## src/rtl/core/lesq_pkg.sv

```systemverilog
// shared types, constants and a width helper for the largest empty square scan
`default_nettype none

package lesq_pkg;

    localparam int ROW_WIDTH_W = 11;
    localparam logic [ROW_WIDTH_W-1:0] ROW_WIDTH_RESET = 11'd1024;

    // one cell on its way from the read stage to the scoring stage
    typedef struct packed {
        logic valid;
        logic free_cell;
        logic last;
        logic first_row;
        logic first_col;
        logic fwd;
    } cell_ctl_t;

    // index width for a count of n entries, never below one bit
    function automatic int idx_w(input int n);
        int w;
        w = (n > 1) ? $clog2(n) : 1;
        return w;
    endfunction

endpackage

`default_nettype wire

```

## src/rtl/core/lesq_front.sv

```systemverilog
// read stage: raster counters, line buffer clearing pass, read issue and forwarding
`default_nettype none

module lesq_front
    import lesq_pkg::*;
#(
    parameter int MAX_COLS = 1024,
    parameter int MAX_ROWS = 1024
) (
    input  wire logic                              aclk,
    input  wire logic                              aresetn,
    input  wire logic [ROW_WIDTH_W-1:0]            row_width,
    input  wire logic                              s_valid,
    input  wire logic                              s_free_cell,
    input  wire logic                              s_end_of_frame,
    output logic                                   s_ready,
    input  wire logic                              hold,
    input  wire logic                              wb_en,
    input  wire logic [idx_w(MAX_COLS)-1:0]        wb_addr,
    input  wire logic [$clog2(MAX_COLS+1)-1:0]     wb_data,
    output logic                                   ram_rd_en,
    output logic      [idx_w(MAX_COLS)-1:0]        ram_rd_addr,
    output logic                                   ram_wr_en,
    output logic      [idx_w(MAX_COLS)-1:0]        ram_wr_addr,
    output logic      [$clog2(MAX_COLS+1)-1:0]     ram_wr_data,
    output cell_ctl_t                              cell_ctl,
    output logic      [idx_w(MAX_COLS)-1:0]        cell_col,
    output logic      [idx_w(MAX_ROWS)-1:0]        cell_row,
    output logic      [$clog2(MAX_COLS+1)-1:0]     fwd_data
);

    localparam int COL_W  = idx_w(MAX_COLS);
    localparam int ROW_W  = idx_w(MAX_ROWS);
    localparam int SIZE_W = $clog2(MAX_COLS + 1);
    localparam int WID_W  = (COL_W + 1 > ROW_WIDTH_W) ? COL_W + 1 : ROW_WIDTH_W;
    localparam logic [COL_W-1:0] COL_LAST = COL_W'(MAX_COLS - 1);
    localparam logic [ROW_W-1:0] ROW_LAST = ROW_W'(MAX_ROWS - 1);
    localparam logic [WID_W-1:0] WID_MAX  = WID_W'(MAX_COLS);

    logic [COL_W-1:0]  col_reg, col_next;
    logic [ROW_W-1:0]  row_reg, row_next;
    logic [COL_W-1:0]  clr_addr_reg;
    logic              cleared_reg;
    cell_ctl_t         ctl_reg, ctl_next;
    logic [COL_W-1:0]  cell_col_reg;
    logic [ROW_W-1:0]  cell_row_reg;
    logic [SIZE_W-1:0] fwd_data_reg;
    logic [WID_W-1:0]  eff_width;
    logic [WID_W-1:0]  col_inc;
    logic              accept;

    assign s_ready = cleared_reg && !hold;
    assign accept  = s_valid && s_ready;

    // zero acts as one, anything past the line buffer acts as its depth
    always_comb begin
        if (row_width == '0) begin
            eff_width = WID_W'(1);
        end else if (WID_W'(row_width) > WID_MAX) begin
            eff_width = WID_MAX;
        end else begin
            eff_width = WID_W'(row_width);
        end
    end

    assign col_inc = WID_W'(col_reg) + WID_W'(1);

    always_comb begin
        col_next = col_reg;
        row_next = row_reg;
        if (accept) begin
            if (s_end_of_frame) begin
                col_next = '0;
                row_next = '0;
            end else if (col_inc >= eff_width) begin
                col_next = '0;
                if (row_reg != ROW_LAST) begin
                    row_next = row_reg + 1'b1;
                end
            end else begin
                col_next = col_reg + 1'b1;
            end
        end
    end

    // the scoring stage writes the same entry at the edge this read samples it
    always_comb begin
        ctl_next.valid     = accept;
        ctl_next.free_cell = s_free_cell;
        ctl_next.last      = s_end_of_frame;
        ctl_next.first_row = (row_reg == '0);
        ctl_next.first_col = (col_reg == '0);
        ctl_next.fwd       = wb_en && (wb_addr == col_reg);
    end

    always_ff @(posedge aclk) begin
        if (!aresetn) begin
            col_reg      <= '0;
            row_reg      <= '0;
            clr_addr_reg <= '0;
            cleared_reg  <= 1'b0;
            ctl_reg      <= '0;
        end else begin
            col_reg <= col_next;
            row_reg <= row_next;
            if (!cleared_reg) begin
                clr_addr_reg <= clr_addr_reg + 1'b1;
                if (clr_addr_reg == COL_LAST) begin
                    cleared_reg <= 1'b1;
                end
            end
            if (!hold) begin
                ctl_reg <= ctl_next;
            end
        end
    end

    always_ff @(posedge aclk) begin
        if (!hold) begin
            cell_col_reg <= col_reg;
            cell_row_reg <= row_reg;
            fwd_data_reg <= wb_data;
        end
    end

    assign ram_rd_en   = accept;
    assign ram_rd_addr = col_reg;
    assign ram_wr_en   = !cleared_reg || wb_en;
    assign ram_wr_addr = cleared_reg ? wb_addr : clr_addr_reg;
    assign ram_wr_data = cleared_reg ? wb_data : '0;

    assign cell_ctl = ctl_reg;
    assign cell_col = cell_col_reg;
    assign cell_row = cell_row_reg;
    assign fwd_data = fwd_data_reg;

endmodule

`default_nettype wire

```

## config.mk

```make
export PLATFORM = sky130hd
export DESIGN_NAME = lesq_front
export DESIGN_NICKNAME = d
export VERILOG_FILES = /design/src/rtl/core/lesq_pkg.sv /design/src/rtl/core/lesq_front.sv
export SDC_FILE = /design/constraint.sdc
export NUM_CORES = 1
export LEC_CHECK = 0
export ABC_CLOCK_PERIOD_IN_PS = 3500
export BUFFER_PORTS_ARGS = -buffer_cell sky130_fd_sc_hd__buf_2
export CAP_MARGIN = 20
export CORE_UTILIZATION = 53
export CTS_BUF_LIST = sky130_fd_sc_hd__clkbuf_8
export DETAILED_ROUTE_END_ITERATION = 10
export PLACE_DENSITY = 0.83
export SLEW_MARGIN = 20
export SYNTH_ARGS = -nofsm -noshare
export SYNTH_HDL_FRONTEND = slang
export SYNTH_SLANG_ARGS = --single-unit
```

## constraint.sdc

```tcl
create_clock -name aclk -period 3.5 [get_ports aclk]
set_input_delay 1.05 -clock aclk [delete_from_list [all_inputs] [get_ports aclk]]
set_output_delay 1.05 -clock aclk [all_outputs]
set_load 0.005 [all_outputs]
```

==> flow_summary.yaml <==
run_status:
  status: "finished, final reports clean"
cts:
  clock_latency_ns: 0.34
  cts.path.max_buffers: 2
  cts-buffers-inserted: 9
  root_buffer: "clkbuf_8"
  post-cts-setup-buffers: 0
  cts_tree: "done"
  clk_pin_slew_ns: 0.07
  cts-htree-levels: 3
  postCtsHoldBufs: 0
  cts_sinks: 68
  cts_resized: 0
timing:
  timing.final.crit_share_pct: 93.6
  final-hold-violation-count: 0
  tightestPinTransition_ns: 0.640
  fmax_ghz: 0.305
  final.setup.tns_ns: 0
  setup_viol: 0
  rsz0062_at_grt: "true"
  maxSlewHeadroom_pct: 57.3
  finalClockSkew_ns: 0.00338
  drv_slew: 0
  min_period_ns: 3.28
synth:
  synth_top_area_share_pct: 27.0
  yosys.area_share.simple_pct: 21.3
  synth-adder-area-share_pct: 5.81
  ys_seq_elements: 68
  synth-xor-area-share_pct: 6.10
  synthFlopType: "dfxtp_1"
  synth_cell_types: 55
  seq_area_frac_synth_pct: 48.5
  netlist_instances: 322
  ys_top_cells_by_area: "edfxtp_1, dfxtp_1, ha_1, and2_1, nand2_1"
  yosys_warnings: 0
  synth.largest_area_cell: "edfxtp_1"
  synth_edf_count: 31
  synth_top_family_by_area: "simple AND/OR/NAND/NOR gates"
  syn_area_sq_mm: 0.00345
  syn_nets: 377
  synth-async-reset-ratio_pct: 0
  syn_avg_cell_area_sq_um: 10.7
  synthMuxAreaShare_pct: 3.81
  synth-compound-area-share_pct: 11.1
worst_setup_path:
  crit_required_ns: 3.73
  crit_path_max_fanout: 11
  startpoint_type: "flop"
  rr_startpoint: "ram_rd_addr[0]"
  crit_arrival_ns: 3.51
  cp-startpoint: "ram_rd_addr[0]"
  crit_path_end_kind: "flop"
  path_class: "reg -> reg"
routing:
  post_drt_via_cell_ratio: 5.58
  vias: 2886
  maxUsedRoutingLayer: "met4"
  drc_errors: 0
  drtAntennaViolNets: 0
  wl_met3_um: 468
  post_drt_wl_per_cell_um: 14.7
  met1Wirelength_um: 3490
  drtIter0Drc: 158
  wl_met2_um: 3550
  wirelength_um: 7590
  first_pass_iters: 4
floorplan:
  rows: 29
  fp.dieH_um: 82.7
  die_area_sq_mm: 0.00683
  io_pins: 110
  core_area_sq_mm: 0.00631
  initial_core_util_pct: 54.6
  die_w_um: 82.7
cells_and_area:
  area_growth_pct: 22.5
  antenna_cells: 0
  nets: 490
  layout-drive-gt1-share_pct: 35.0
  largest_reg_flops: 11
hold_path:
  hold_class: "reg -> reg"
  min-delay-start: "cell_ctl[1]"
power_and_ir_drop:
  clockPowerShare_pct: 35.2
  seqPwrFrac_pct: 57.1
  p_leak_nw: 1.96
  p_sw_w: 0.000357
  p_sw_share_pct: 23.7
  pwr-share-comb_pct: 7.8
  pwr_density_cell_mw_per_mm2: 357
  intPower_w: 0.00115
  p_total_w: 0.00151
  vdd_drop_max_uv: 199
place:
  routabilityCongestion: 0.800
  port_buffers: 109
  hpwl_um: 5660
global_route:
  grt_pass1_vias: 2508
  grt_first_pass_wirelength_um: 11600
  grt_max_degree: 41
  grt_usage_pct: 22.8
  grt.overflow.total: 0
  grt_antenna_before_repair: 0
job:
  maxCapViolations: 0
critical path, stage by stage (launching register included):
cell,delay [ns]
dfxtp_1,0.47
ha_1,0.24
nand3_1,0.17
nor3_1,0.40
xor2_1,0.12
ha_1,0.32
nand4_1,0.09
nor3_1,0.36
a2111oi_4,0.15
a21oi_2,0.40
o21ai_0,0.16
a32o_1,0.28
cells in the mapped netlist (all sizes together), types with 2 or more instances:
library cell  number
o21a               2
a32o               6
a21oi              5
nor2               9
nand2b             4
a31o               2
and2              22
o21ai             14
nor4               9
dfxtp             37
or3                2
nor3               5
nand2             33
nor2b              9
o221ai             3
buf                5
ha                16
mux2               9
a22o               6
inv                8
a21boi             3
xnor2             14
mux2i              3
nand4b             2
and3               8
edfxtp            31
and3b              6
xor2              10
clkbuf            10
nand3             14
nand4              4
power by group through the flow:
stage | logic, W | registers (W) | clock network [W]
final | 0.000117 | 0.000860 | 0.000530
after global placement | 0.000113 | 0.000877 | 0
after detailed placement | 0.000117 | 0.000878 | 0
after global routing | 0.000132 | 0.000862 | 0.000578
after CTS | 0.000118 | 0.000861 | 0.000539
after floorplan | 0.0000547 | 0.000880 | 0
per-stage QoR:
step	setup slack, ns	utilization (%)	instances	hold slack (ns)	area [sq um]
after floorplan	0.551	-	322	0.452	3450
after global placement	0.279	64.4	501	0.460	4070
after detailed placement	0.194	64.4	501	0.464	4070
after CTS	0.217	66.9	517	0.474	4230
after global routing	-0.0342	66.9	517	0.502	4230
final	0.223	66.9	517	0.473	4230
layout make-up:
class                   instances  area [sq um]
repair buffers                117           606
clock buffers                   9           124
flip-flops and latches         68          1670
inverters                       9          33.8
fillers                       514          2090
multi-input cells             230          1660
well taps                      77          96.3
clock inverters                 7          36.3
layer usage:
metal / vias to the layer above / global-route usage, %
met5: - / 0
met4: 0 / 8.62
met3: 8 / 6.59
met2: 100 / 36.2
met1: 1386 / 29.3
li1: 1392 / -
logic make-up after synthesis:
logic type / count (synthesis)
buffers and inverters: 24
AND/OR/NAND/NOR: 129
adder cells (fa/ha/maj): 16
flip-flops: 68
AO/OA/AOI/OAI: 49
XOR/XNOR: 24
multiplexers: 12
final timing paths:
check                 to  slack (ns)  depth (start not counted)
min          cell_ctl[1]        0.47                          2
max reg2reg   row_reg[2]        0.22                         11
min reg2reg  cell_ctl[1]        0.47                          2
max           row_reg[2]        0.22                         11
placed cells by master (no fill, tap or decap), drive strengths merged, types with 8 or more instances in the layout:
cell type | netlist | routed
and2 | 22 | 22
and3 | 8 | 8
buf | 5 | 117
clkbuf | 10 | 9
dfxtp | 37 | 37
edfxtp | 31 | 31
ha | 16 | 16
inv | 8 | 9
mux2 | 9 | 9
nand2 | 33 | 33
nand3 | 14 | 14
nor2 | 9 | 9
nor2b | 9 | 9
nor4 | 9 | 9
o21ai | 14 | 14
xnor2 | 14 | 14
xor2 | 10 | 10
No activity file was read; power rests on OpenSTA's default activity.
