--- src/rtl/core/lesq_ram.sv ---
// generic single-port-write, single-port-read ram with registered read data
`default_nettype none

module lesq_ram #(
    parameter int WIDTH = 8,
    parameter int DEPTH = 16
) (
    input  wire logic                                  aclk,
    input  wire logic                                  wr_en,
    input  wire logic [((DEPTH > 1) ? $clog2(DEPTH) : 1)-1:0] wr_addr,
    input  wire logic [WIDTH-1:0]                      wr_data,
    input  wire logic                                  rd_en,
    input  wire logic [((DEPTH > 1) ? $clog2(DEPTH) : 1)-1:0] rd_addr,
    output logic      [WIDTH-1:0]                      rd_data
);

    logic [WIDTH-1:0] mem [DEPTH];

    always_ff @(posedge aclk) begin
        if (wr_en) begin
            mem[wr_addr] <= wr_data;
        end
        if (rd_en) begin
            rd_data <= mem[rd_addr];
        end
    end

endmodule

`default_nettype wire

--- config.mk ---
export PLATFORM = sky130hd
export DESIGN_NAME = lesq_ram
export DESIGN_NICKNAME = d
export VERILOG_FILES = /design/src/rtl/core/lesq_ram.sv
export SDC_FILE = /design/constraint.sdc
export NUM_CORES = 1
export LEC_CHECK = 0
export BUFFER_PORTS_ARGS = -buffer_cell sky130_fd_sc_hd__buf_2
export CORE_MARGIN = 2
export CORE_UTILIZATION = 65
export DETAILED_ROUTE_END_ITERATION = 7
export PLACE_DENSITY = 0.9
export SETUP_SLACK_MARGIN = 0.05
export SLEW_MARGIN = 20
export SYNTH_ARGS = -nofsm -noshare
export SYNTH_HDL_FRONTEND = slang
export SYNTH_SLANG_ARGS = --single-unit
--- constraint.sdc ---
create_clock -name aclk -period 5.2 [get_ports aclk]
set_clock_uncertainty 0.2 [all_clocks]
set_input_delay 0.52 -clock aclk [delete_from_list [all_inputs] [get_ports aclk]]
set_output_delay 0.52 -clock aclk [all_outputs]
set_load 0.05 [all_outputs]
==> metrics.yaml, run 1 <==
drt:
  met3WireLength_um: 837
  drc: 0
  drt-total-wl_um: 10400
  via_count: 2543
  drt-met1-wl_um: 4080
  ant_nets: 0
  drtIter0Drc: 297
  dr.max_layer_used: "met5"
  wire_per_inst_um: 27.2
  drtPass1Iterations: 5
  vias_per_cell: 6.64
  routed-wl-met2_um: 5290
outcome:
  outcome: "finished clean"
sta:
  slew_headroom: 0.305
  max_clock_freq_mhz: 426
  period_needed_ps: 2350
  maxSlewViolCount: 0
  tns_ps: 0
  final_hold_viol_count: 0
  final.period_utilization: 0.451
  tightestPinTransition_ps: 1040
  setup_viol: 0
  rsz0062_at_grt: "no"
hold_path:
  min_to: "rd_data[1]"
  hold_path_depth: 1
  min_from: "rd_en"
  hp-class: "input pin to flop"
synthesis:
  synth_top_family_by_area: "multiplexers"
  synth_top_cell_by_area: "edfxtp_1"
  yosys.area.top_type_share: 0.781
  synth-simple-area-share: 0.0314
  synthTopCellsByArea: "edfxtp_1 78%, mux4_2 7.8%, mux4_1 7.0%"
  synth.avg_cell_area_um2: 22.8
  syn_nets: 248
  seq_area_frac_synth: 0.781
  synthAdderAreaFrac: 0
  ys_warn_count: 0
  synth_area_um2: 5230
  synthMuxAreaShare: 0.148
  ys_ff_latch: 136
  synth.distinct_cells: 18
  synth_xor_area_frac: 0
  synth_compound_area_frac: 0.0230
  syn_inst: 229
worst_setup_path:
  rrSetupSlack_ps: 3440
  reg2reg_depth: 3
  regToRegEndpoint: "rd_data[3]"
  critPathArrivalTime_ps: 2390
  required_ps: 5250
  end_kind: "flop"
  path_class: "input pin to flop"
  startpoint_type: "input pin"
  cp_max_fo: 32
  r2r_start: "mem[10][3]"
grt:
  gr-usage-all-layers: 0.257
  grt_start_max_net_pins: 33
  grt_pass1_vias: 2670
  antenna_found_initial: 1
  grt_pass1_wl_um: 15200
  grt-ovfl-total: 0
clock_tree:
  cts-resized-gates: 0
  clk_pin_slew_ps: 60
  cts_hold_buf: 0
  cts_tree: "yes"
  numCtsBuffers: 17
  cts_sinks: 136
  clkLatencyLatePin_ps: 510
  postCtsSetupRepairBufs: 0
  cts_max_path_buffers: 2
  htree_levels: 4
  cts_root_buf: "clkbuf_8"
placed_design:
  gp_congestion: 0.731
  dp_cells: 351
  dp_hpwl_um: 5720
  io_buffers: 26
  place_area_um2: 5430
power:
  power_density_nw_per_um2: 427
  max-vdd-ir-drop_mv: 0.289
  total_power_w: 0.00257
  p_leak_nw: 2.02
layout:
  multiInputGateArea_um2: 1060
  syn2layout_area_growth_pct: 15.3
  diodes: 0
  nNetsFinal: 287
  layout-drive-gt1-share: 0.278
  final_common_cell: "edfxtp_1"
  n_fill_cell: 378
  seqCellArea_um2: 4080
  fin_area_um2: 6030
  layout_common_cells: "136 x edfxtp_1, 26 x buf_2, 18 x mux4_2, 16 x a22oi_1, 16 x clkbuf_16"
  instances_no_fill: 383
job:
  cap_violations: 0
floorplanning:
  die_h_um: 93.7
  die_x_um: 93.7
  num_rows: 32
  core_um2: 7770
  ios: 27
  die_area_um2: 8780
  initial_core_util: 0.673
worst max-delay path, stage by stage:
cell,delay (ps)
buf_2,770
mux4_1,700
a22oi_1,290
nand2_1,90
layout make-up:
type	instances	area share
well taps	102	0.0212
flip-flops and latches	136	0.677
clock buffers	19	0.0699
repair buffers	30	0.0266
clock inverters	13	0.0295
multi-input cells	83	0.175
through the flow:
step,utilization,setup WS [ps],hold WS [ps]
after global placement,0.699,2380,519
after detailed placement,0.699,2380,536
after floorplan,-,2990,419
final,0.776,2860,195
after global routing,0.776,2800,173
after CTS,0.776,2860,179
worst max-delay path by stage:
stage | endpoint | start
2_1_floorplan | mem[0][0] | wr_addr[2]
3_3_place_gp | rd_data[4] | rd_addr[0]
3_5_place_dp | rd_data[2] | rd_addr[0]
4_1_cts | rd_data[4] | rd_addr[0]
5_1_grt | rd_data[3] | rd_addr[0]
6_report | rd_data[4] | rd_addr[0]
metal layers:
layer	up-vias	GRT usage
met1	1304	0.366
met5	-	0
li1	1062	-
met3	22	0.0610
met2	153	0.392
met4	2	0.106
flip-flops by register name, summed over array words and instances (netlist names):
| name | flops |
|---|---|
| mem | 128 |
| rd_data | 8 |
cells by family (layout without fill, tap and decap cells):
group           count (synthesis)  in the layout
mux                            32             32
compound gates                 16             16
buf+inv                        10             62
simple gates                   35             35
flops                         136            136
synth_stat cells, drive strengths merged:
master,number
nand3b,2
clkdlybuf4s25,3
nor2b,1
nor2,13
buf,7
nor3,4
mux4,32
nand3,1
or3b,1
nand2,9
edfxtp,136
and2,1
a22oi,16
and2b,1
nand2b,2
where the power goes:
| part | leakage, nW | internal, W | total, W | switching (W) |
|---|---|---|---|---|
| sequential | 1.24 | 0.00124 | 0.00124 | 0.00000812 |
| combinational | 0.494 | 0.0000432 | 0.000125 | 0.0000819 |
| clock | 0.293 | 0.000776 | 0.00120 | 0.000427 |
Power figures use the tool's default switching activity.
==> run 2, diff against run 1 <==
- ABC_AREA: default -> 1
- CORE_UTILIZATION: 65 -> 61
- PLACE_DENSITY: 0.9 -> 0.85
- clock period: 5.2 -> 2.2 ns (I/O delays scaled with it)
==> metrics.yaml, run 2 <==
worst_setup_path:
  critPathArrivalTime_ps: 1150  # -1240 ps
  end_kind: "output pin"
  cp_max_fo: 1  # -97%
  critPathSlowestCell: "edfxtp_1"
  startpoint: "rd_data[7]"
  path_buf_inv: 1  # unchanged
  rrSetupSlack_ps: 790  # -2650 ps
  cp_cell_sequence: "buf_2"
  path_class: "flop to output pin"
  regToRegEndpoint: "rd_data[0]"
  required_ps: 1780  # -3470 ps
  startpoint_type: "flop"
  path_delay_family: "flip-flops"
  cpPeakStageDelay_ps: 400  # -370 ps
  reg2reg_depth: 6  # +3
  r2r_start: "mem[1][0]"
synthesis:
  synth_top_cell_by_area: "edfxtp_1"
  syn_inst: 551  # +140%
  synthTopCellsByArea: "edfxtp_1 70%, nand2_1 11%, nand3_1 8.3%"
  synth.avg_cell_area_um2: 10.6  # -54%
  seq_area_frac_synth: 0.698  # -0.0828
  async_reset_ff_frac: 0  # unchanged
  yosys.area.top_type_share: 0.698  # -0.0828
  synth.distinct_cells: 11  # -7
  syn_nets: 570  # +130%
  synth_most_common_cell: "nand2_1"
  ys_ff_latch: 136  # unchanged
  synth_ff_type: "edfxtp_1"
  yosys-top-cells-count: "173 x nand2_1, 136 x edfxtp_1, 100 x inv_1"
  synth_area_um2: 5850  # +12%
  synth_edf_count: 136  # unchanged
  ys_warn_count: 0  # unchanged
hold_path:
  hold_path_depth: 4  # +3
  hp-class: "input pin to flop"
  min_to: "rd_data[5]"
  min_from: "rd_addr[2]"
floorplanning:
  num_rows: 35  # +9.4%
  die_area_um2: 10400  # +18%
  die_h_um: 102  # +8.8%
  ios: 27  # unchanged
  core_um2: 9280  # +20%
  die_x_um: 102  # +8.8%
  initial_core_util: 0.630  # -0.0432
power:
  power_switching_w: 0.00130  # +150%
  clock_power_share: 0.447  # -0.021
  power_switching_share: 0.216  # +0.0149
  pwr-share-seq: 0.486  # +0.002
  power_density_nw_per_um2: 893  # +110%
  p_leak_nw: 2.92  # +44%
  p_comb_frac: 0.067  # +0.018
  p_int_w: 0.00474  # +130%
  max-vdd-ir-drop_mv: 0.661  # +130%
sta:
  rsz0062_at_grt: "no"
  period_needed_ps: 1570
  slew_headroom: 0.513  # +0.208
  tns_ps: 0  # unchanged
  max_clock_freq_mhz: 635
  timing.hold.ws_ps: 85.9  # -110 ps
  maxSlewViolCount: 0  # unchanged
  setup_viol: 0  # unchanged
  final.period_utilization: 0.715
  tightestPinTransition_ps: 727  # -315 ps
  final_hold_viol_count: 0  # unchanged
drt:
  drc: 0  # unchanged
  via_count: 4087  # +61%
  vias_per_cell: 5.54  # -17%
  drtPass1Iterations: 6  # +1
  ant_nets: 0  # unchanged
  wire_per_inst_um: 17.9  # -34%
  drtIter0Drc: 475  # +60%
  drt-total-wl_um: 13200  # +27%
layout:
  top_register: "mem"
  final_common_cell: "nand2_1"
  reg.largest.list: "mem (128), rd_data (8)"
  layout-drive-gt1-share: 0.108  # -0.169
  n_fill_cell: 599  # +58%
  diodes: 0  # unchanged
  final_core_util: 0.728  # -0.0478
  layout_common_cells: "173 x nand2_1, 136 x edfxtp_1, 100 x inv_1, 97 x nand3_1, 26 x buf_2"
  nNetsFinal: 615  # +110%
  syn2layout_area_growth_pct: 15.6
  largest_register_ffs: 128  # unchanged
clock_tree:
  cts_tree: "yes"
  htree_levels: 4  # unchanged
  numCtsBuffers: 17  # unchanged
  clk_pin_slew_ps: 60  # about the same
  clkLatencyLatePin_ps: 520  # about the same
  postCtsSetupRepairBufs: 0  # unchanged
  cts_max_path_buffers: 2  # unchanged
  cts_sinks: 136  # unchanged
  cts_root_buf: "clkbuf_8"
  cts-resized-gates: 0  # unchanged
job:
  cap_violations: 0  # unchanged
placed_design:
  gp_congestion: 0.919  # +26%
  dp_hpwl_um: 7850  # +37%
  io_buffers: 26  # unchanged
grt:
  grt_pass1_vias: 3902  # +46%
  gr-usage-all-layers: 0.275  # +0.0180
  grt-ovfl-total: 0  # unchanged
  grt_start_max_net_pins: 65  # +97%
  antenna_found_initial: 0  # -1
  grt_pass1_wl_um: 20600  # +36%
outcome:
  outcome: "finished clean"
-- run 2: cell count changes after synthesis, moves of 10 or more --
cell | previous run | this run
inv_1 | 0 | 100
mux4_2 | 18 | 0
mux4_1 | 14 | 0
nand3_1 | 1 | 97
a22oi_1 | 16 | 0
buf_2 | 3 | 13
nand2_1 | 9 | 173
-- run 2: kinds of logic (layout without fill, tap and decap cells) --
kind of cell / after synthesis / count (layout) / synth area share
AND/OR/NAND/NOR: 289 / 289 / 0.208
flip-flops: 136 / 136 / 0.698
buffers and inverters: 126 / 184 / 0.0939
-- run 2: through the flow --
step,std cells,power (W),setup slack [ps],instance area (um^2)
after detailed placement,696,0.00337,429,6100
final,738,0.00604,626,6760
after global placement,696,0.00336,458,6100
after floorplan,551,0.00324,829,5850
after CTS,738,0.00604,620,6760
after global routing,738,0.00620,602,6760
-- run 2: area by class of cell --
type	count	area (um^2)	area share
clock inverters	11	130	0.0192
repair buffers	50	360	0.0533
clock buffers	21	429	0.0635
multi-input cells	289	1210	0.179
well taps	129	161	0.0239
inverters	102	383	0.0566
flip-flops and latches	136	4080	0.604
-- run 2: power groups by stage --
stage	clock [W]	combinational [W]	sequential, W
finish	0.00270	0.000406	0.00294
global route	0.00282	0.000442	0.00294
CTS	0.00270	0.000402	0.00294
detailed placement	0	0.000381	0.00299
global placement	0	0.000370	0.00299
floorplan	0	0.000205	0.00303
-- run 2: worst max-delay path by stage --
stage,depth (start not counted),end
after floorplan,2,mem[10][0]
after global placement,8,rd_data[0]
after detailed placement,8,rd_data[3]
after CTS,1,rd_data[5]
after global routing,1,rd_data[5]
final,1,rd_data[7]
-- run 2: what timing repair did --
| action | in CTS | in global routing |
|---|---|---|
| hold buffers | 10 | 0 |
| endpoints found under the setup margin | 0 | 0 |
| endpoints found under the hold margin | 143 | 0 |
-- run 2: per-layer routing --
metal  up-vias  track usage  part of all wire
met5         -            0                 0
met4         0        0.124             0.031
met3        35       0.0472              0.10
met2       282        0.425              0.47
met1      1897        0.388              0.39
li1       1873            -                 -
==> run 3, diff against run 2 <==
- CORE_UTILIZATION: 61 -> 55
- PLACE_DENSITY: 0.85 -> 0.81
- clock period: 2.2 -> 1.35 ns (I/O delays scaled with it)
==> metrics.yaml, run 3 (synthesized netlist as in run 2, its figures left out) <==
floorplanning:
  ios: 27  # unchanged
  die_h_um: 107  # +5.1%
  num_rows: 37  # +5.7%
  die_area_um2: 11500  # +10%
  core_um2: 10300  # +11%
  die_x_um: 107  # +5.1%
  initial_core_util: 0.566  # -0.0634
grt:
  grt_pass1_vias: 4050  # +3.8%
  antenna_found_initial: 0  # unchanged
  grt_pass1_wl_um: 21100  # +2.5%
  grt-ovfl-total: 0  # unchanged
  gr-usage-all-layers: 0.253  # -0.0215
  grt_start_max_net_pins: 65  # unchanged
clock_tree:
  numCtsBuffers: 17  # unchanged
  postCtsSetupRepairBufs: 0  # unchanged
  cts_root_buf: "clkbuf_8"
  cts_sinks: 136  # unchanged
  htree_levels: 4  # unchanged
  cts_tree: "yes"
  cts_max_path_buffers: 2  # unchanged
  clkLatencyLatePin_ps: 520  # about the same
  clk_pin_slew_ps: 60  # about the same
layout:
  fin_area_um2: 7290  # +7.9%
  seqCellArea_um2: 4080  # unchanged
  largest_register_ffs: 128  # unchanged
  nNetsFinal: 629  # +2.3%
  instances_no_fill: 757  # +2.6%
  multiInputGateArea_um2: 1540  # +27%
  final_common_cell: "nand2_1"
  diodes: 0  # unchanged
  layout_common_cells: "163 x nand2_1, 136 x edfxtp_1, 97 x inv_1, 61 x nand3_2, 36 x nand3_1"
  n_fill_cell: 689  # +15%
  syn2layout_area_growth_pct: 24.7
  reg.largest.list: "mem (128), rd_data (8)"
  top_register: "mem"
  layout-drive-gt1-share: 0.254  # +0.146
power:
  p_leak_nw: 3.15  # +8.0%
  max-vdd-ir-drop_mv: 0.993  # +50%
  power_density_nw_per_um2: 1350  # +52%
placed_design:
  io_buffers: 26  # unchanged
  dp_hpwl_um: 8050  # +2.6%
  dp_cells: 717  # +3.0%
  gp_congestion: 0.835  # -9.2%
  place_area_um2: 6270  # +2.7%
drt:
  drt-total-wl_um: 13900  # +5.2%
  drc: 0  # unchanged
  via_count: 4051  # -0.88%
  ant_nets: 0  # unchanged
  drtIter0Drc: 292  # -39%
  wire_per_inst_um: 18.4  # +2.5%
  vias_per_cell: 5.35  # -3.4%
  drtPass1Iterations: 6  # unchanged
worst_setup_path:
  path_class: "flop to output pin"
  cp_cell_sequence: "buf_6"
  cp_max_fo: 1  # unchanged
  critPathArrivalTime_ps: 1120  # -30 ps
  startpoint_type: "flop"
  end_kind: "output pin"
  required_ps: 1010  # -770 ps
  critPathSlowestCell: "edfxtp_1"
  path_buf_inv: 1  # unchanged
  path_delay_family: "flip-flops"
  cpPeakStageDelay_ps: 430  # +30 ps
sta:
  final_hold_viol_count: 0  # unchanged
  slew_headroom: 0.729  # +0.216
  tightestPinTransition_ps: 406  # -321 ps
  final.period_utilization: 1.08
  period_needed_ps: 1460
  setup_viol: 8  # +8
  max_clock_freq_mhz: 687
  rsz0062_at_grt: "yes"
  setup_ws_ps: -106  # -732 ps
  maxSlewViolCount: 0  # unchanged
outcome:
  violations: "setup timing"
  outcome: "finished, violations left"
job:
  cap_violations: 0  # unchanged
hold_path:
  hp-class: "input pin to flop"
-- run 3: cell types whose count changed in the layout (fill, tap and decap cells not counted), moves of 4 or more --
cell      before  now
buf_6          0    8
nand3_2        0   61
buf_2         26   18
buf_12         2    6
nand3_1       97   36
nand2_1      173  163
buf_4         12   22
nand2_2        0   10
clkbuf_1       4    0
-- run 3: per-layer routing --
| layer | share of wire | GRT usage |
|---|---|---|
| met4 | 0.025 | 0.0900 |
| met1 | 0.40 | 0.331 |
| met5 | 0 | 0 |
| met2 | 0.51 | 0.418 |
| met3 | 0.067 | 0.0565 |
-- run 3: worst paths after layout --
path	start	end	slack [ps]	cells past startpoint
worst max-delay path	rd_data[2]	rd_data[2]	-110	1
worst min-delay path	wr_en	mem[3][5]	60	4
worst min register to register	mem[14][4]	rd_data[4]	550	6
worst max register to register	mem[5][4]	rd_data[4]	40	6
-- run 3: report_power, final --
group / internal (W) / total [W] / switching (W)
clock network: 0.00259 / 0.00427 / 0.00168
logic: 0.000270 / 0.000820 / 0.000550
registers: 0.00476 / 0.00479 / 0.0000322
total: 0.00762 / 0.00988 / 0.00226
-- run 3: per-stage QoR --
| stage | hold slack (ps) | setup TNS (ps) | setup slack [ps] | utilization | power, W |
|---|---|---|---|---|---|
| CTS | 23.4 | -678 | -122 | 0.680 | 0.00981 |
| global route | 77.2 | -841 | -134 | 0.706 | 0.0101 |
| floorplan | 33.9 | 0 | 64.2 | - | 0.00527 |
| global placement | 295 | -1030 | -162 | 0.607 | 0.00552 |
| detailed placement | 304 | -1350 | -217 | 0.607 | 0.00554 |
| finish | 59.1 | -564 | -106 | 0.706 | 0.00988 |
-- run 3: cell type report --
cell class	count	area share
clock buffers	17	0.0568
clock inverters	13	0.0182
inverters	102	0.0525
multi-input cells	289	0.212
flip-flops and latches	136	0.560
well taps	136	0.0233
repair buffers	64	0.0775
-- run 3: what timing repair did --
item / 4_1_cts / 5_1_grt
hold endpoints to repair: 144 / 0
gates resized for setup: 28 / 62
pin swaps: 8 / 34
endpoints found under the setup margin: 13 / 16
hold buffers: 10 / 0
