==> src/rtl/core/lesq_pkg.sv <==
// shared types, constants and a width helper for the largest empty square scan
`default_nettype none

package lesq_pkg;

    localparam int ROW_WIDTH_W = 11;
    localparam logic [ROW_WIDTH_W-1:0] ROW_WIDTH_RESET = 11'd1024;

    // one cell on its way from the read stage to the scoring stage
    typedef struct packed {
        logic valid;
        logic free_cell;
        logic last;
        logic first_row;
        logic first_col;
        logic fwd;
    } cell_ctl_t;

    // index width for a count of n entries, never below one bit
    function automatic int idx_w(input int n);
        int w;
        w = (n > 1) ? $clog2(n) : 1;
        return w;
    endfunction

endpackage

`default_nettype wire

==> src/rtl/core/lesq_score.sv <==
// scoring stage: three-way min, line write-back, best tracking and result register
`default_nettype none

module lesq_score
    import lesq_pkg::*;
#(
    parameter int MAX_COLS = 1024,
    parameter int MAX_ROWS = 1024
) (
    input  wire logic                              aclk,
    input  wire logic                              aresetn,
    input  wire cell_ctl_t                         cell_ctl,
    input  wire logic [idx_w(MAX_COLS)-1:0]        cell_col,
    input  wire logic [idx_w(MAX_ROWS)-1:0]        cell_row,
    input  wire logic [$clog2(MAX_COLS+1)-1:0]     rd_data,
    input  wire logic [$clog2(MAX_COLS+1)-1:0]     fwd_data,
    output logic                                   hold,
    output logic                                   wb_en,
    output logic      [idx_w(MAX_COLS)-1:0]        wb_addr,
    output logic      [$clog2(MAX_COLS+1)-1:0]     wb_data,
    output logic                                   m_valid,
    input  wire logic                              m_ready,
    output logic                                   m_found,
    output logic      [$clog2(MAX_COLS+1)-1:0]     m_best_size,
    output logic      [idx_w(MAX_ROWS)-1:0]        m_best_row,
    output logic      [idx_w(MAX_COLS)-1:0]        m_best_col
);

    localparam int COL_W  = idx_w(MAX_COLS);
    localparam int ROW_W  = idx_w(MAX_ROWS);
    localparam int SIZE_W = $clog2(MAX_COLS + 1);

    logic [SIZE_W-1:0] left_reg;
    logic [SIZE_W-1:0] upper_left_reg;
    logic [SIZE_W-1:0] best_score_reg, best_score_next;
    logic [ROW_W-1:0]  best_row_reg, best_row_next;
    logic [COL_W-1:0]  best_col_reg, best_col_next;
    logic              m_valid_reg;
    logic              m_found_reg;
    logic [SIZE_W-1:0] m_size_reg;
    logic [ROW_W-1:0]  m_row_reg;
    logic [COL_W-1:0]  m_col_reg;
    logic [SIZE_W-1:0] up;
    logic [SIZE_W-1:0] min_lu;
    logic [SIZE_W-1:0] min_all;
    logic [SIZE_W-1:0] score;

    // a frame-end cell waits here while the previous result is still unread
    assign hold  = cell_ctl.valid && cell_ctl.last && m_valid_reg && !m_ready;
    assign wb_en = cell_ctl.valid && !hold;

    assign up      = cell_ctl.fwd ? fwd_data : rd_data;
    assign min_lu  = (left_reg < up) ? left_reg : up;
    assign min_all = (min_lu < upper_left_reg) ? min_lu : upper_left_reg;

    always_comb begin
        if (!cell_ctl.free_cell) begin
            score = '0;
        end else if (cell_ctl.first_row || cell_ctl.first_col) begin
            score = SIZE_W'(1);
        end else begin
            score = min_all + SIZE_W'(1);
        end
    end

    // strict compare keeps the first of equal scores
    always_comb begin
        best_score_next = best_score_reg;
        best_row_next   = best_row_reg;
        best_col_next   = best_col_reg;
        if (score > best_score_reg) begin
            best_score_next = score;
            best_row_next   = cell_row;
            best_col_next   = cell_col;
        end
    end

    always_ff @(posedge aclk) begin
        if (!aresetn) begin
            left_reg       <= '0;
            upper_left_reg <= '0;
            best_score_reg <= '0;
            best_row_reg   <= '0;
            best_col_reg   <= '0;
            m_valid_reg    <= 1'b0;
        end else begin
            if (wb_en) begin
                if (cell_ctl.last) begin
                    left_reg       <= '0;
                    upper_left_reg <= '0;
                    best_score_reg <= '0;
                    best_row_reg   <= '0;
                    best_col_reg   <= '0;
                end else begin
                    left_reg       <= score;
                    upper_left_reg <= up;
                    best_score_reg <= best_score_next;
                    best_row_reg   <= best_row_next;
                    best_col_reg   <= best_col_next;
                end
            end
            if (wb_en && cell_ctl.last) begin
                m_valid_reg <= 1'b1;
            end else if (m_ready) begin
                m_valid_reg <= 1'b0;
            end
        end
    end

    always_ff @(posedge aclk) begin
        if (wb_en && cell_ctl.last) begin
            m_found_reg <= (best_score_next != '0);
            m_size_reg  <= best_score_next;
            m_row_reg   <= best_row_next;
            m_col_reg   <= best_col_next;
        end
    end

    assign wb_addr     = cell_col;
    assign wb_data     = score;
    assign m_valid     = m_valid_reg;
    assign m_found     = m_found_reg;
    assign m_best_size = m_size_reg;
    assign m_best_row  = m_row_reg;
    assign m_best_col  = m_col_reg;

    a_result_from_last: assert property (@(posedge aclk) disable iff (!aresetn)
        $rose(m_valid_reg) |-> $past(cell_ctl.valid && cell_ctl.last))
        else $error("result raised without a frame-end cell");

    a_found_matches_size: assert property (@(posedge aclk) disable iff (!aresetn)
        m_valid_reg |-> (m_found_reg == (m_size_reg != '0)))
        else $error("found flag disagrees with best size");

    a_best_monotonic: assert property (@(posedge aclk) disable iff (!aresetn)
        (wb_en && !cell_ctl.last) |=> (best_score_reg >= $past(best_score_reg)))
        else $error("best score dropped inside a frame");

    a_score_bound: assert property (@(posedge aclk) disable iff (!aresetn)
        (wb_en && cell_ctl.free_cell && !cell_ctl.first_row && !cell_ctl.first_col)
            |-> ({1'b0, score} <= {1'b0, left_reg} + 1'b1))
        else $error("score exceeds left neighbor plus one");

    a_no_load_over_result: assert property (@(posedge aclk) disable iff (!aresetn)
        (m_valid_reg && !m_ready) |=> $stable(m_size_reg))
        else $error("pending result overwritten");

endmodule

`default_nettype wire

==> config.mk <==
export PLATFORM = sky130hd
export DESIGN_NAME = lesq_score
export DESIGN_NICKNAME = d
export VERILOG_FILES = /design/src/rtl/core/lesq_pkg.sv /design/src/rtl/core/lesq_score.sv
export SDC_FILE = /design/constraint.sdc
export NUM_CORES = 1
export LEC_CHECK = 0
export BUFFER_PORTS_ARGS = -buffer_cell sky130_fd_sc_hd__buf_2
export CELL_PAD_IN_SITES_DETAIL_PLACEMENT = 1
export CELL_PAD_IN_SITES_GLOBAL_PLACEMENT = 2
export CORE_ASPECT_RATIO = 1.25
export CORE_MARGIN = 3
export CORE_UTILIZATION = 37
export DETAILED_ROUTE_END_ITERATION = 10
export GPL_TIMING_DRIVEN = 1
export HOLD_SLACK_MARGIN = 0.15
export PLACE_DENSITY = 0.84
export SETUP_SLACK_MARGIN = 0.02
export SYNTH_ARGS = -nofsm -noshare
export SYNTH_HDL_FRONTEND = slang
export SYNTH_SLANG_ARGS = --single-unit
==> constraint.sdc <==
create_clock -name aclk -period 11.02 [get_ports aclk]
set_input_delay 1.102 -clock aclk [delete_from_list [all_inputs] [get_ports aclk]]
set_output_delay 1.102 -clock aclk [all_outputs]
set_load 0.02 [all_outputs]
==> results.txt, run 1 <==
----------------------------------------------------
[Timing]
  Headroom to the max-slew limit ... 0.364
  Final cycle utilization of the critical path ... 0.822
  Transition time at the pin with the least slew margin ... 950 ps
  Achievable frequency ... 110 MHz
  Number of setup violations in the final report ... 0
  Final Hold Vio Count ... 0
  Pins over their slew limit ... 0
  Worst-case setup margin in the final layout ... 1960 ps
  Post-route setup TNS ... 0 ps
  Worst Clk Skew ... 9.31 ps
  Unrepaired setup endpoints after global routing ... false
  Final Critical Period ... 9060 ps
  Hold WS ... 473 ps

[Global route]
  First-pass GRT wire length ... 23800 microns
  Final global-route overflow total ... 0
  Via count of the first global-routing pass ... 4504
  Pin count of the biggest net entering global routing ... 40
  Antenna violations before repair ... 0
  Global-route total usage across every layer ... 0.198

[Placed design]
  Detailed placement HPWL ... 11300 microns
  Number of buffers added on ports ... 106
  GPL Wtd Cong ... 0.860
  Post-DP Area ... 0.00561 sq mm
  Post-placement setup slack ... 1580 ps
  Placed instance count ... 760

[CTS]
  Post-cts hold buffer count ... 0
  Number of buffers on the longest clock path ... 2
  Max H-tree Level ... 3
  Post-cts gate resize count ... 0
  Worst skew pair latency ... 340 ps
  Worst-path clk slew ... 60 ps
  Number of sinks handled by clock tree synthesis ... 86
  Count of buffers added by post-CTS timing repair for setup ... 0
  Clock tree from TritonCTS ... done
  TritonCTS Buffers ... 9
  Clk root buf ... sky130_fd_sc_hd__clkbuf_16

[Route]
  Wirelength, routed ... 14800 microns
  First-iteration detailed-routing DRC count ... 209
  Number of search-and-repair iterations in the first detailed-routing pass ... 4
  Final routed wire length divided by cell count ... 19.1 microns
  Routed via count divided by cell count ... 5.47
  Final ANT Viol Nets ... 0
  Vias after detailed routing ... 4238
  DRC viols ... 0

[Finish]
  Fill cell count ... 1583
  Most frequent cells in the layout ... sky130_fd_sc_hd__buf_2 (106), sky130_fd_sc_hd__dfxtp_1 (54), sky130_fd_sc_hd__nand2_1 (38)
  Final design area excluding fillers ... 0.00588 sq mm
  Core occupancy in the finished layout ... 0.442
  Leading cell type in the layout, fill and taps excluded ... sky130_fd_sc_hd__buf_2
  Antenna cell count ... 0
  Fraction of final layout cells sized beyond drive strength 1 ... 0.275
  Number of standard cells in the final layout excluding fillers ... 775
  Nets ... 681
  Sequential cell area ... 0.00204 sq mm
  Layout-stage area growth over the synthesis result ... 16.1%
  Area of the multi-input gates ... 0.00269 sq mm

[Power]
  Sw power ... 0.221 mW
  Int Pwr ... 0.556 mW
  Largest vdd supply drop ... 0.0969 mV
  Reported leakage power ... 2.44 nW
  Relative contribution of sequential cells to total power ... 0.456
  Switching part of the total power ... 0.285
  Portion of total power attributed to combinational logic ... 0.186
  Clock network fraction of design power ... 0.359
  Pwr per Cell Area ... 132 mW/mm^2
  Overall power consumption ... 0.777 mW

[Synth]
  Syn avg cell area ... 9.85 sq um
  Synth Warn # ... 0
  EDFF count, synth ... 32
  Synth cell types ... 64
  Post-synthesis sequential area ratio ... 0.403
  Count of mapped cells out of synthesis ... 514
  Most area-consuming cells after synthesis ... sky130_fd_sc_hd__dfxtp_1 (21%), sky130_fd_sc_hd__edfxtp_1 (19%), sky130_fd_sc_hd__ha_1 (7.4%), sky130_fd_sc_hd__a22o_1 (5.0%), sky130_fd_sc_hd__mux2_2 (4.7%)
  Primary FF master, synth ... sky130_fd_sc_hd__dfxtp_1
  Register bit total from synthesis ... 86
  Share of the synthesized area in the top cell type ... 0.214
  Post-Synthesis Net Count ... 595
  Area of the mapped netlist ... 0.00506 sq mm
  Largest area contributor in the synthesized netlist ... sky130_fd_sc_hd__dfxtp_1
  Synth async-reset ratio ... 0

[Critical path]
  Critical path class ... in2reg
  Startpoint class of the critical path ... input pin
  Critical path data arrival time ... 9340 ps
  Cell with the most instances on the worst path ... sky130_fd_sc_hd__ha_1
  Required @ worst endpoint ... 11290 ps
  Max Fanout on Critical Path ... 39
  Top Family by Delay on Critical Path ... compound AO/OA/AOI/OAI gates
  CP bufs+invs ... 1
  Crit end category ... register
  CP max-delay cell ... sky130_fd_sc_hd__o21ai_4
  Delay contributed by the slowest stage of the critical path ... 710 ps

[Die]
  Effective utilization at floorplan ... 0.381
  Area of the die ... 0.0151 sq mm
  Number of ports placed on the die boundary ... 107
  Total number of placement rows ... 47
  Area inside the core boundary ... 0.0133 sq mm
  DIE WIDTH ... 111 microns
  Die height ... 137 microns

[Job]
  Max-cap violations ... 0

[Outcome]
  Result of the run ... completed

[Hold path]
  Worst hold path class ... reg2reg

----------------------------------------------------
cell usage after synthesis, drive strengths merged (6+ instances only):
master	instances
nor3	21
edfxtp	32
o21a	7
a22oi	10
inv	27
a211oi	6
mux2i	15
o21ai	25
mux2	24
nor2	20
nand3	9
nand2	39
a21boi	6
dfxtp	54
nand4	7
ha	30
xnor2	9
buf	23
a22o	29
clkbuf	12
a21oi	37
nor2b	25
power groups by stage:
stage          Combinational [mW]  Sequential (mW)  Clock (mW)
2_1_floorplan               0.101            0.369           0
3_3_place_gp                0.141            0.360           0
3_5_place_dp                0.146            0.361           0
4_1_cts                     0.147            0.354       0.284
5_1_grt                     0.159            0.356       0.296
6_report                    0.144            0.354       0.279
path summary, 6_finish.rpt:
kind / startpoint / endpoint / slack [ps] / depth (start not counted)
worst min-delay path: best_col_reg[2]$_SDFFE_PN0P_ / best_col_reg[2]$_SDFFE_PN0P_ / 470 / 1
worst min register to register: best_col_reg[2]$_SDFFE_PN0P_ / best_col_reg[2]$_SDFFE_PN0P_ / 470 / 1
worst max register to register: left_reg[2]$_SDFFE_PN0P_ / best_row_reg[6]$_SDFFE_PN0P_ / 3050 / 30
worst max-delay path: cell_ctl[0] / best_row_reg[6]$_SDFFE_PN0P_ / 1960 / 32
final cells by class:
| class | count | area share |
|---|---|---|
| inverters | 27 | 0.0172 |
| clock buffers | 10 | 0.0390 |
| well taps | 171 | 0.0364 |
| clock inverters | 5 | 0.00639 |
| multi-input cells | 366 | 0.458 |
| repair buffers | 110 | 0.0954 |
| flip-flops and latches | 86 | 0.347 |
cell families after synthesis:
logic type,Yosys count,share of synthesized area
and+or+nand+nor,150,0.161
AOI/OAI and AO/OA,136,0.191
DFF,86,0.403
buffers and inverters,62,0.0657
muxes,39,0.0855
adders and majority gates,30,0.0741
xor gates and xnor gates,11,0.0190
routing by layer:
| metal | vias up | track usage | part of all wire |
|---|---|---|---|
| met5 | - | 0 | 0 |
| met4 | 0 | 0.0595 | 0.018 |
| met3 | 19 | 0.0367 | 0.040 |
| met2 | 105 | 0.376 | 0.53 |
| met1 | 2064 | 0.225 | 0.41 |
| li1 | 2050 | - | - |
worst register-to-register path, delay by kind of cell, from the launching register on:
| kind | cells | cell delay [ps] |
|---|---|---|
| AO/OA/AOI/OAI | 13 | 2920 |
| AND/OR/NAND/NOR | 11 | 2810 |
| adder cells (fa/ha/maj) | 4 | 1180 |
| multiplexers | 1 | 420 |
| flip-flops | 1 | 390 |
| XOR/XNOR | 1 | 180 |
Note: power is estimated with default switching activity, not from simulation.
==> inputs of run 2 (changes only) <==
--- a/config.mk
+++ b/config.mk
@@ -10,11 +10,11 @@
 export CELL_PAD_IN_SITES_GLOBAL_PLACEMENT = 2
 export CORE_ASPECT_RATIO = 1.25
 export CORE_MARGIN = 3
-export CORE_UTILIZATION = 37
+export CORE_UTILIZATION = 34
 export DETAILED_ROUTE_END_ITERATION = 10
 export GPL_TIMING_DRIVEN = 1
 export HOLD_SLACK_MARGIN = 0.15
-export PLACE_DENSITY = 0.84
+export PLACE_DENSITY = 0.78
 export SETUP_SLACK_MARGIN = 0.02
 export SYNTH_ARGS = -nofsm -noshare
 export SYNTH_HDL_FRONTEND = slang
==> constraint.sdc (replaced) <==
create_clock -name aclk -period 9.5 [get_ports aclk]
set_input_delay 0.95 -clock aclk [delete_from_list [all_inputs] [get_ports aclk]]
set_output_delay 0.95 -clock aclk [all_outputs]
set_load 0.02 [all_outputs]
==> results.txt, run 2 (same netlist as run 1, synthesis figures left out) <==
----------------------------------------------------
[Outcome]
  Result of the run ... completed

[Critical path]
  Critical path data arrival time ... 8910 ps
  Worst setup slack for register-to-register paths ... 1810 ps
  Critical path class ... in2reg
  Cell with the most instances on the worst path ... sky130_fd_sc_hd__ha_1
  Worst setup path endpoint ... best_row_reg[7]$_SDFFE_PN0P_
  Required @ worst endpoint ... 9780 ps
  Crit end category ... register
  Critical path startpoint ... cell_ctl[0]
  Delay contributed by the slowest stage of the critical path ... 700 ps
  FF-to-FF End ... best_row_reg[7]$_SDFFE_PN0P_
  Startpoint class of the critical path ... input pin
  CP max-delay cell ... sky130_fd_sc_hd__nor2_1
  Max Fanout on Critical Path ... 39
  Reg2Reg Depth ... 31
  Launch instance of the worst register-to-register path ... left_reg[10]$_SDFFE_PN0P_

[Route]
  Routed via count divided by cell count ... 5.37
  Top routing layer in use ... met4
  First-iteration detailed-routing DRC count ... 190
  Wirelength, routed ... 14800 microns
  Number of search-and-repair iterations in the first detailed-routing pass ... 4
  Vias after detailed routing ... 4235
  Met3 Routed Length ... 793 microns
  Final routed wire length divided by cell count ... 18.7 microns
  Detail Route met2 WL ... 7560 microns
  DRC viols ... 0
  Routed metal-1 wirelength ... 6140 microns
  Final ANT Viol Nets ... 0

[Timing]
  Final Critical Period ... 8630 ps
  Post-route setup TNS ... 0 ps
  Headroom to the max-slew limit ... 0.366
  Worst-case setup margin in the final layout ... 869 ps
  Worst Clk Skew ... 10.8 ps
  Pins over their slew limit ... 0
  Unrepaired setup endpoints after global routing ... false
  Transition time at the pin with the least slew margin ... 947 ps
  Number of setup violations in the final report ... 0
  Final cycle utilization of the critical path ... 0.908
  Final Hold Vio Count ... 0
  Achievable frequency ... 116 MHz

[Finish]
  Nets ... 687
  Sequential cell area ... 0.00204 sq mm
  Area of the multi-input gates ... 0.00269 sq mm
  Antenna cell count ... 0
  Fill cell count ... 1686
  Most frequent cells in the layout ... sky130_fd_sc_hd__buf_2 (106), sky130_fd_sc_hd__dfxtp_1 (54), sky130_fd_sc_hd__nand2_1 (38)
  Layout-stage area growth over the synthesis result ... 17.5%
  Fraction of final layout cells sized beyond drive strength 1 ... 0.283
  Final design area excluding fillers ... 0.00595 sq mm
  Leading cell type in the layout, fill and taps excluded ... sky130_fd_sc_hd__buf_2

[Global route]
  Via count of the first global-routing pass ... 4390
  Final global-route overflow total ... 0
  Global-route total usage across every layer ... 0.181
  Antenna violations before repair ... 0
  First-pass GRT wire length ... 23200 microns
  Pin count of the biggest net entering global routing ... 40

[Power]
  Largest vdd supply drop ... 0.0660 mV
  Reported leakage power ... 2.49 nW
  Pwr per Cell Area ... 155 mW/mm^2

[CTS]
  Max H-tree Level ... 3
  Worst-path clk slew ... 60 ps
  Count of buffers added by post-CTS timing repair for setup ... 0
  Clock tree from TritonCTS ... done
  Post-cts gate resize count ... 0
  Worst skew pair latency ... 340 ps
  Clk root buf ... sky130_fd_sc_hd__clkbuf_16
  Post-cts hold buffer count ... 0
  Number of buffers on the longest clock path ... 2
  Number of sinks handled by clock tree synthesis ... 86
  TritonCTS Buffers ... 9

[Die]
  Area inside the core boundary ... 0.0145 sq mm
  DIE WIDTH ... 115 microns
  Number of ports placed on the die boundary ... 107
  Effective utilization at floorplan ... 0.350
  Total number of placement rows ... 49
  Die height ... 142 microns
  Area of the die ... 0.0164 sq mm

[Hold path]
  Worst hold path class ... reg2reg

[Placed design]
  Post-placement setup slack ... 449 ps
  Detailed placement HPWL ... 11400 microns
  GPL Wtd Cong ... 0.909
  Number of buffers added on ports ... 106
  Post-DP Area ... 0.00567 sq mm

[Job]
  Max-cap violations ... 0

----------------------------------------------------
==> run 2: changes by cell type in the layout (fill, tap and decap cells not counted), sizes merged <==
cell      previous run  this run
clkinvlp             2         0
inv                 27        29
buf                110       116
clkbuf              10        11
==> run 2: area by class of cell <==
| type | count | area share |
|---|---|---|
| sequential | 86 | 0.343 |
| multi-input combinational | 366 | 0.453 |
| tap | 178 | 0.0374 |
| clock buffer | 11 | 0.0408 |
| timing repair buffer | 116 | 0.102 |
| inverter | 27 | 0.0170 |
| clock inverter | 5 | 0.00715 |
==> run 2: metrics by stage <==
step | utilization | power, mW | std cells | hold slack, ps
final | 0.411 | 0.920 | 789 | 477
after global routing | 0.411 | 0.962 | 789 | 490
after CTS | 0.411 | 0.931 | 789 | 477
after detailed placement | 0.392 | 0.589 | 773 | 462
after global placement | 0.392 | 0.584 | 773 | 448
after floorplan | - | 0.546 | 514 | 435
==> run 2: how the worst min path moves through the flow <==
| stage | end | depth (start not counted) | startpoint | slack (ps) |
|---|---|---|---|---|
| global route | best_row_reg[6]$_SDFFE_PN0P_ | 1 | best_row_reg[6]$_SDFFE_PN0P_ | 490 |
| finish | best_row_reg[6]$_SDFFE_PN0P_ | 1 | best_row_reg[6]$_SDFFE_PN0P_ | 480 |
| CTS | best_col_reg[7]$_SDFFE_PN0P_ | 1 | best_col_reg[7]$_SDFFE_PN0P_ | 480 |
| detailed placement | best_col_reg[7]$_SDFFE_PN0P_ | 1 | best_col_reg[7]$_SDFFE_PN0P_ | 460 |
| floorplan | best_col_reg[3]$_SDFFE_PN0P_ | 1 | best_col_reg[3]$_SDFFE_PN0P_ | 440 |
| global placement | best_col_reg[5]$_SDFFE_PN0P_ | 1 | best_col_reg[5]$_SDFFE_PN0P_ | 450 |
==> run 2: per-layer routing <==
| layer | GRT usage | vias up |
|---|---|---|
| li1 | - | 2057 |
| met1 | 0.212 | 2051 |
| met2 | 0.334 | 113 |
| met3 | 0.0340 | 14 |
| met4 | 0.0488 | 0 |
| met5 | 0 | - |
==> run 2: power breakdown <==
| group | internal, mW | switching [mW] |
|---|---|---|
| Combinational | 0.0678 | 0.100 |
| Sequential | 0.403 | 0.00822 |
| Clock | 0.188 | 0.153 |
==> run 2: critical path: cells and delay by family <==
family | cells | cell delay [ps]
AND/OR/NAND/NOR | 12 | 2720
AO/OA/AOI/OAI | 13 | 2490
adder cells (fa/ha/maj) | 4 | 1050
multiplexers | 2 | 1010
buffers and inverters | 2 | 640
